**config.mk**
```make
export PLATFORM = sky130hd
export DESIGN_NAME = ssp_ctrl
export DESIGN_NICKNAME = d
export VERILOG_FILES = /design/src/hw/rtl/ssp_pkg.sv /design/src/hw/rtl/ssp_ctrl.sv
export SDC_FILE = /design/constraint.sdc
export NUM_CORES = 1
export LEC_CHECK = 0
export BUFFER_PORTS_ARGS = -buffer_cell sky130_fd_sc_hd__buf_2
export CAP_MARGIN = 10
export CELL_PAD_IN_SITES_DETAIL_PLACEMENT = 1
export CELL_PAD_IN_SITES_GLOBAL_PLACEMENT = 2
export CORE_MARGIN = 2
export CORE_UTILIZATION = 24
export CTS_BUF_LIST = sky130_fd_sc_hd__clkbuf_8
export DETAILED_ROUTE_END_ITERATION = 16
export PLACE_DENSITY = 0.87
export SYNTH_ARGS = -nofsm -noshare
export SYNTH_HDL_FRONTEND = slang
export SYNTH_SLANG_ARGS = --single-unit
```
**constraint.sdc**
```tcl
create_clock -name aclk -period 1.5 [get_ports aclk]
set_input_delay 0 -clock aclk [delete_from_list [all_inputs] [get_ports aclk]]
set_output_delay 0 -clock aclk [all_outputs]
set_load 0.02 [all_outputs]
```
**src/hw/rtl/ssp_pkg.sv**
```systemverilog
// ----------------------------------------------------------------------------
// ssp_pkg
// Shared constants, codes and controller/datapath handshake types for the
// sparse symmetric permutation block.
// ----------------------------------------------------------------------------
package ssp_pkg;

    localparam int MAX_ROWS_DEF     = 1024;
    localparam int MAX_NONZEROS_DEF = 8192;

    // input operation codes
    localparam logic [1:0] OP_LOAD_PERM = 2'd0;
    localparam logic [1:0] OP_LOAD_NZ   = 2'd1;
    localparam logic [1:0] OP_READ      = 2'd2;

    // configuration register indexes
    localparam logic CFG_ROW_COUNT    = 1'b0;
    localparam logic CFG_MATRIX_COUNT = 1'b1;

    // result kinds
    localparam logic KIND_OFFSET = 1'b0;
    localparam logic KIND_ENTRY  = 1'b1;

    // controller to datapath commands
    typedef struct packed {
        logic load_perm;   // write permutation entry
        logic load_nz;     // append nonzero
        logic restart;     // new load: clear count, pointer, overflow
        logic latch_cfg;   // start of permute: latch rows and matrix count
        logic clr_row;     // cursor[j] = 0, j++
        logic rd_in;       // read input stores at k
        logic rd_perm;     // read permutation at row and column
        logic rd_cur;      // read cursor at mapped row
        logic upd;         // cursor increment (and scatter write)
        logic scatter;     // current pass is the scatter pass
        logic next_k;      // k++
        logic pfx_init;    // offset[0] = 0, j = 0, sum = 0
        logic pfx_rd;      // read cursor[j]
        logic pfx_wr;      // offset[j+1], cursor[j], sum update
        logic pfx_done;    // latch entry total, k = 0
        logic drain_init;  // drain pointer = 0
        logic drain_rd;    // read next result from the stores
        logic out_load;    // capture result into the output register
    } ssp_cmd_t;

    // datapath to controller status
    typedef struct packed {
        logic j_done;
        logic k_done;
        logic map_ok;
        logic final_q;
        logic out_free;
    } ssp_status_t;

endpackage

```
**src/hw/rtl/ssp_ctrl.sv**
```systemverilog
// ----------------------------------------------------------------------------
// ssp_ctrl
// Sequencer: accepts items, runs clear, count, prefix and scatter passes and
// issues drain reads.
// ----------------------------------------------------------------------------
module ssp_ctrl (
    input  logic                 aclk,
    input  logic                 aresetn,
    input  logic                 s_valid,
    input  logic [1:0]           s_op,
    input  logic                 s_last,
    output logic                 s_ready,
    input  ssp_pkg::ssp_status_t sts,
    output ssp_pkg::ssp_cmd_t    cmd
);

    typedef enum logic [3:0] {
        ST_IDLE, ST_CLEAR, ST_RD_IN, ST_RD_PERM, ST_RD_CUR, ST_UPD,
        ST_PFX_RD, ST_PFX_WR, ST_DRAIN_RD
    } state_t;

    typedef enum logic [1:0] {PH_LOAD, PH_DRAIN, PH_DONE} phase_t;

    state_t state_reg, state_next;
    phase_t phase_reg, phase_next;
    logic   scatter_reg, scatter_next;
    logic   accept;

    assign s_ready = (state_reg == ST_IDLE) && sts.out_free;
    assign accept  = s_valid && s_ready;

    // next state and commands
    always_comb begin
        state_next   = state_reg;
        phase_next   = phase_reg;
        scatter_next = scatter_reg;
        cmd          = '0;
        cmd.scatter  = scatter_reg;
        unique case (state_reg)
            ST_IDLE: begin
                if (accept) begin
                    unique case (s_op)
                        ssp_pkg::OP_LOAD_PERM: cmd.load_perm = 1'b1;
                        ssp_pkg::OP_LOAD_NZ: begin
                            cmd.load_nz = 1'b1;
                            cmd.restart = (phase_reg != PH_LOAD);
                            phase_next  = PH_LOAD;
                            if (s_last) begin
                                cmd.latch_cfg = 1'b1;
                                scatter_next  = 1'b0;
                                state_next    = ST_CLEAR;
                            end
                        end
                        ssp_pkg::OP_READ: begin
                            if (phase_reg == PH_DRAIN) begin
                                cmd.drain_rd = 1'b1;
                                state_next   = ST_DRAIN_RD;
                            end
                        end
                        default: ;
                    endcase
                end
            end
            ST_CLEAR: begin
                if (sts.j_done) begin
                    state_next = ST_RD_IN;
                end else begin
                    cmd.clr_row = 1'b1;
                end
            end
            ST_RD_IN: begin
                if (sts.k_done) begin
                    if (scatter_reg) begin
                        cmd.drain_init = 1'b1;
                        phase_next     = PH_DRAIN;
                        state_next     = ST_IDLE;
                    end else begin
                        cmd.pfx_init = 1'b1;
                        state_next   = ST_PFX_RD;
                    end
                end else begin
                    cmd.rd_in  = 1'b1;
                    state_next = ST_RD_PERM;
                end
            end
            ST_RD_PERM: begin
                cmd.rd_perm = 1'b1;
                state_next  = ST_RD_CUR;
            end
            ST_RD_CUR: begin
                if (sts.map_ok) begin
                    cmd.rd_cur = 1'b1;
                    state_next = ST_UPD;
                end else begin
                    cmd.next_k = 1'b1;
                    state_next = ST_RD_IN;
                end
            end
            ST_UPD: begin
                cmd.upd    = 1'b1;
                cmd.next_k = 1'b1;
                state_next = ST_RD_IN;
            end
            ST_PFX_RD: begin
                if (sts.j_done) begin
                    cmd.pfx_done = 1'b1;
                    scatter_next = 1'b1;
                    state_next   = ST_RD_IN;
                end else begin
                    cmd.pfx_rd = 1'b1;
                    state_next = ST_PFX_WR;
                end
            end
            ST_PFX_WR: begin
                cmd.pfx_wr = 1'b1;
                state_next = ST_PFX_RD;
            end
            ST_DRAIN_RD: begin
                cmd.out_load = 1'b1;
                if (sts.final_q) begin
                    phase_next = PH_DONE;
                end
                state_next = ST_IDLE;
            end
            default: state_next = ST_IDLE;
        endcase
    end

    // state register
    always_ff @(posedge aclk) begin
        if (!aresetn) begin
            state_reg   <= ST_IDLE;
            phase_reg   <= PH_LOAD;
            scatter_reg <= 1'b0;
        end else begin
            state_reg   <= state_next;
            phase_reg   <= phase_next;
            scatter_reg <= scatter_next;
        end
    end

endmodule

```
==> results.json, run 1 <==
{
  "totalNegativeSetupSlack_ps": -45.3,
  "maxSlewViolCount": 0,
  "fp.dieH_um": 54.4,
  "arrival_ps": 1550,
  "p_leak_nw": 0.413,
  "pwr-share-comb": 0.139,
  "antenna_found_initial": 0,
  "cts_root_buffer": "clkbuf_8",
  "cts_inserted_buffers": 3,
  "syn-instance-count": 77,
  "grt_max_degree": 14,
  "drt-initial-drc-count": 9,
  "totalWireLength_mm": 2.12,
  "die-width_um": 54.4,
  "grt_pass1_vias": 710,
  "final_nets": 127,
  "grt_pass1_wl_mm": 3.28,
  "synthMuxAreaShare": 0,
  "drt_pass1_iterations": 4,
  "synth-edff-count": 0,
  "synth_top_family_by_area": "simple AND/OR/NAND/NOR gates",
  "total_power_uw": 529,
  "fin_crit_ps": 1550,
  "die_area_um2": 2960,
  "clock_latency_ps": 230,
  "dp_hpwl_mm": 1.58,
  "synth_common_cells": "nor2_1, dfxtp_1, nand2_1",
  "ys_warn_count": 0,
  "status": "complete, but fails checks",
  "whs_ps": 60.2,
  "synth_adder_area_share": 0,
  "final_antenna_net_count": 0,
  "worstMarginPinSlew_ps": 295,
  "clock-sinks": 7,
  "yosysTopAreaCell": "dfxtp_1",
  "gr-total-overflow": 0,
  "finalSetupViolCount": 1,
  "switching_share": 0.258,
  "grt_use_total": 0.157,
  "synthToLayoutAreaGrowth_pct": 58.3,
  "place_congestion": 0.770,
  "synth-simple-area-share": 0.478,
  "p_int_uw": 393,
  "dr_total_vias": 731,
  "crit_type": "register to output pin",
  "port_buffers": 29,
  "wl_per_cell_um": 14.6,
  "power.switching_uw": 136,
  "ios": 30,
  "ys_ff_latch": 7,
  "dr_wl_met3_um": 94,
  "p_seq_frac": 0.351,
  "path_max_fanout": 4,
  "clockPowerShare": 0.510,
  "postSynthAreaPerCell_um2": 7.91,
  "slew_headroom": 0.802,
  "core-area_um2": 2430,
  "synth_nets": 88,
  "top_layer_used": "met4",
  "clock-skew-final_ps": 5.77,
  "fin_ws_ps": -45.3,
  "crit_required_ps": 1500,
  "maxCapViolCount": 0,
  "cts_buffer_depth": 2,
  "ctsHoldBuffers": 0,
  "ys_top_cells_by_area": "dfxtp_1, o21a_1, nor4_1",
  "clkSlewWorstSetupHoldPaths_ps": 40,
  "row_count": 18,
  "synth-async-reset-ratio": 0,
  "hold_viol": 0,
  "fmax_mhz": 647,
  "syn-cell-area_um2": 609,
  "yosysTopAreaCellShare": 0.230,
  "cts_tree": "yes",
  "cp-start-kind": "register",
  "ir_drop_mv": 0.281,
  "diodes": 0,
  "route.met2.wl_mm": 1.12,
  "avgViaCountPerCell": 5.04,
  "seq_area_frac_synth": 0.230,
  "yosysMostFrequentCell": "nor2_1",
  "hold_class": "input port to register",
  "drc": 0,
  "violations": "setup timing",
  "drive_above_1_share": 0.496,
  "yosys.area_share.xor_xnor": 0,
  "ys_types": 31,
  "htree_levels": 1,
  "start_util": 0.251,
  "synth-main-ff-cell": "dfxtp_1",
  "p_per_area_nw_per_um2": 549,
  "largest_register_ffs": 4,
  "rsz0062_at_grt": "true",
  "wl_met1_um": 889,
  "synth_compound_area_frac": 0.224,
  "final.period_utilization": 1.03,
  "endpoint_kind": "output pin",
  "fillers": 307
}
## per-stage QoR
stage | worst slack (ps) | instance area [um^2] | cells | util
2_1_floorplan | 7.77 | 623 | 77 | -
3_3_place_gp | 76.4 | 828 | 138 | 0.341
3_5_place_dp | 40.1 | 828 | 138 | 0.341
4_1_cts | -12.9 | 913 | 144 | 0.376
5_1_grt | -142 | 965 | 145 | 0.397
6_report | -45.3 | 965 | 145 | 0.397
## cell usage in the layout (no fill, tap or decap), types with 2 or more instances in the layout
cell type  instances
inv_1              4
dfxtp_4            2
nor4_1             3
nor2_4             2
nor2_1             5
nand3b_1           2
a21oi_1            2
nor3_1             2
buf_6              4
and2_1             2
clkbuf_8           3
dfxtp_1            4
nand2b_1           3
nor4_4             2
o21a_1             5
nand2_1            7
buf_2             24
o211ai_1           2
buf_4             11
nor4b_2            2
nor2b_1            4
nor3b_1            2
## layout make-up
| class | count | area [um^2] | share of cell area |
|---|---|---|---|
| Timing Repair Buffer | 39 | 248 | 0.257 |
| Sequential cell | 7 | 149 | 0.154 |
| Clock buffer | 3 | 41.3 | 0.0428 |
| Multi-Input combinational cell | 62 | 474 | 0.492 |
| Clock inverter | 1 | 3.75 | 0.00389 |
| Tap cell | 30 | 37.5 | 0.0389 |
| Inverter | 3 | 11.3 | 0.0117 |
## critical path, cell delays in order (launching register included)
cell     delay [ps]
dfxtp_4         350
nor4_4          340
nand3_1         190
nor3_1          220
buf_2           220
## logic make-up after synthesis
kind of cell    Yosys count
simple gates             45
compound gates           17
buf+inv                   8
flops                     7
## per-layer routing
metal | vias up | track usage
met5 | - | 0
met4 | 0 | 0.0625
met3 | 2 | 0.0328
met2 | 16 | 0.285
met1 | 351 | 0.177
li1 | 362 | -
## power groups by stage
| stage | registers (mW) | logic (mW) | clock network (mW) |
|---|---|---|---|
| 6_report | 0.186 | 0.0738 | 0.270 |
| 5_1_grt | 0.185 | 0.0809 | 0.289 |
| 4_1_cts | 0.187 | 0.0708 | 0.277 |
| 3_5_place_dp | 0.192 | 0.0680 | 0 |
| 3_3_place_gp | 0.192 | 0.0661 | 0 |
| 2_1_floorplan | 0.191 | 0.0348 | 0 |
## what timing repair did
item,CTS,global route
setup buffers,2,1
gates resized for setup,11,11
gates cloned,0,0
pin swaps,3,2
endpoints found under the setup margin,7,10
## path summary, 6_finish.rpt
path                                   start            to  slack (ps)  depth (start not counted)
worst min-delay path                 aresetn  phase_reg[0]          60                          2
worst min register to register  phase_reg[1]  phase_reg[1]         520                          2
worst max register to register  state_reg[2]   scatter_reg          80                          5
worst max-delay path            state_reg[2]       cmd[17]         -50                          4
Note: power is estimated with default switching activity, not from simulation.
==> run 2, diff against run 1 <==
SKIP_LAST_GASP = 1   (was unset)
==> run 2 against run 1 <==
  * The flow still finishes with violations (setup timing)
  * Non-clock buffer count is the same
  * Register-to-register slack is essentially flat
  * Maximum frequency is essentially flat
  * Worst setup slack lost 0.57 ps
  * Die area is the same
  * Wire length shrank 0.42%
  * Power shrank 0.14%
  * Critical endpoint unchanged
  * Largest cell class unchanged
  * Highest routed layer unchanged
==> results.json, run 2 (synthesis gave the netlist of run 1 again) <==
{
  "clock_latency_ps": 230,
  "switching_share": 0.257,
  "ctsHoldBuffers": 0,
  "maxCapViolCount": 0,
  "use_met3": 0.0328,
  "met1_usage": 0.175,
  "crit_required_ps": 1500,
  "port_buffers": 29,
  "place_congestion": 0.770,
  "rr_startpoint": "state_reg[2]",
  "core-area_um2": 2430,
  "hold_class": "input port to register",
  "cp-start-kind": "register",
  "ir_drop_mv": 0.280,
  "cts_root_buffer": "clkbuf_8",
  "p_int_uw": 393,
  "clock-sinks": 7,
  "drc": 0,
  "htree_levels": 1,
  "fin_ws_ps": -45.9,
  "fin_crit_ps": 1550,
  "dp_hpwl_mm": 1.58,
  "final_nets": 127,
  "ios": 30,
  "largest_register_ffs": 4,
  "final.period_utilization": 1.03,
  "final_cell_mix": "buf_2, buf_4, nand2_1",
  "fin_cells": 145,
  "wl_per_cell_um": 14.6,
  "path_max_fanout": 4,
  "p_per_area_nw_per_um2": 552,
  "drt_pass1_iterations": 4,
  "maxSlewViolCount": 0,
  "grt_pass1_wl_mm": 3.26,
  "place_ws_ps": 40.1,
  "post-place-cells": 138,
  "layout_commonest_cell": "buf_2",
  "fillers": 310,
  "crit_path_start": "state_reg[2]",
  "crit_type": "register to output pin",
  "clkSlewWorstSetupHoldPaths_ps": 40,
  "die_area_um2": 2960,
  "cts_tree": "yes",
  "synthToLayoutAreaGrowth_pct": 57.1,
  "avgViaCountPerCell": 5.05,
  "p_leak_nw": 0.411,
  "dr_total_vias": 732,
  "fp.dieH_um": 54.4,
  "cts_buffer_depth": 2,
  "violations": "setup timing",
  "clockPowerShare": 0.510,
  "row_count": 18,
  "power.switching_uw": 136,
  "grt-busiest-layer": "met2",
  "gr-usage-met2": 0.285,
  "antenna_found_initial": 0,
  "grt_max_degree": 14,
  "totalWireLength_mm": 2.11,
  "arrival_ps": 1550,
  "rsz0062_at_grt": "true",
  "gr-total-overflow": 0,
  "grt_pass1_vias": 707,
  "final_antenna_net_count": 0,
  "p_seq_frac": 0.351,
  "drt-initial-drc-count": 9,
  "drive_above_1_share": 0.496,
  "place_area_um2": 828,
  "endpoint_kind": "output pin",
  "pwr-share-comb": 0.138,
  "fin_area_um2": 957,
  "start_util": 0.251,
  "grt_use_total": 0.157,
  "clock-skew-final_ps": 5.77,
  "diodes": 0,
  "finalSetupViolCount": 1,
  "slew_headroom": 0.802,
  "fmax_mhz": 647,
  "hold_viol": 0,
  "cts_inserted_buffers": 3,
  "status": "complete, but fails checks",
  "hold_start": "aresetn",
  "worstMarginPinSlew_ps": 295,
  "die-width_um": 54.4,
  "final_util": 0.394
}
==> run 2: changes by cell type in the layout (fill, tap and decap cells not counted) <==
| cell | change |
|---|---|
| buf_2 | +1 |
| buf_4 | -1 |
| nor2_2 | +1 |
| nor2_4 | -1 |
==> run 2: stage by stage <==
stage / power (mW) / hold slack, ps / setup TNS, ps
4_1_cts: 0.535 / 55.2 / -14.9
3_5_place_dp: 0.260 / 299 / 0
3_3_place_gp: 0.258 / 300 / 0
2_1_floorplan: 0.226 / 54.9 / 0
5_1_grt: 0.554 / 88.2 / -331
6_report: 0.529 / 60.3 / -45.9
==> run 2: worst max-delay path, cell delays in order (launching register included) <==
cell and delay (ps):
dfxtp_4 350, nor4_4 340, nand3_1 190, nor3_1 220
buf_2 220
==> run 2: power by group through the flow <==
stage | sequential [mW] | combinational [mW] | clock, mW
5_1_grt | 0.185 | 0.0805 | 0.289
3_3_place_gp | 0.192 | 0.0661 | 0
4_1_cts | 0.187 | 0.0709 | 0.277
6_report | 0.186 | 0.0732 | 0.270
2_1_floorplan | 0.191 | 0.0348 | 0
3_5_place_dp | 0.192 | 0.0680 | 0
==> run 2: final cells by class <==
type / count / area [um^2] / area share
inverter: 3 / 11.3 / 0.0118
timing repair buffer: 39 / 245 / 0.256
clock inverter: 1 / 3.75 / 0.00392
tap: 30 / 37.5 / 0.0392
clock buffer: 3 / 41.3 / 0.0431
sequential: 7 / 149 / 0.156
multi-input combinational: 62 / 469 / 0.490
==> run 2: layer usage <==
layer / part of all wire / vias up
li1: - / 362
met1: 0.42 / 352
met2: 0.53 / 16
met3: 0.045 / 2
met4: 0.0090 / 0
met5: 0 / -
==> run 2: what timing repair did <==
| action | 4_1_cts | 5_1_grt |
|---|---|---|
| gates cloned | 0 | 0 |
| pin swaps | 2 | 2 |
| buffers inserted | 2 | 1 |
| endpoints found under the setup margin | 7 | 10 |
| endpoints found under the hold margin | 0 | 0 |
| resized for setup | 11 | 9 |
==> run 2: worst paths after layout <==
kind	end	slack [ps]	cells after the start
worst max-delay path	cmd[17]	-50	4
worst min-delay path	phase_reg[0]	60	2
worst max register to register	scatter_reg	70	5
worst min register to register	phase_reg[1]	520	2
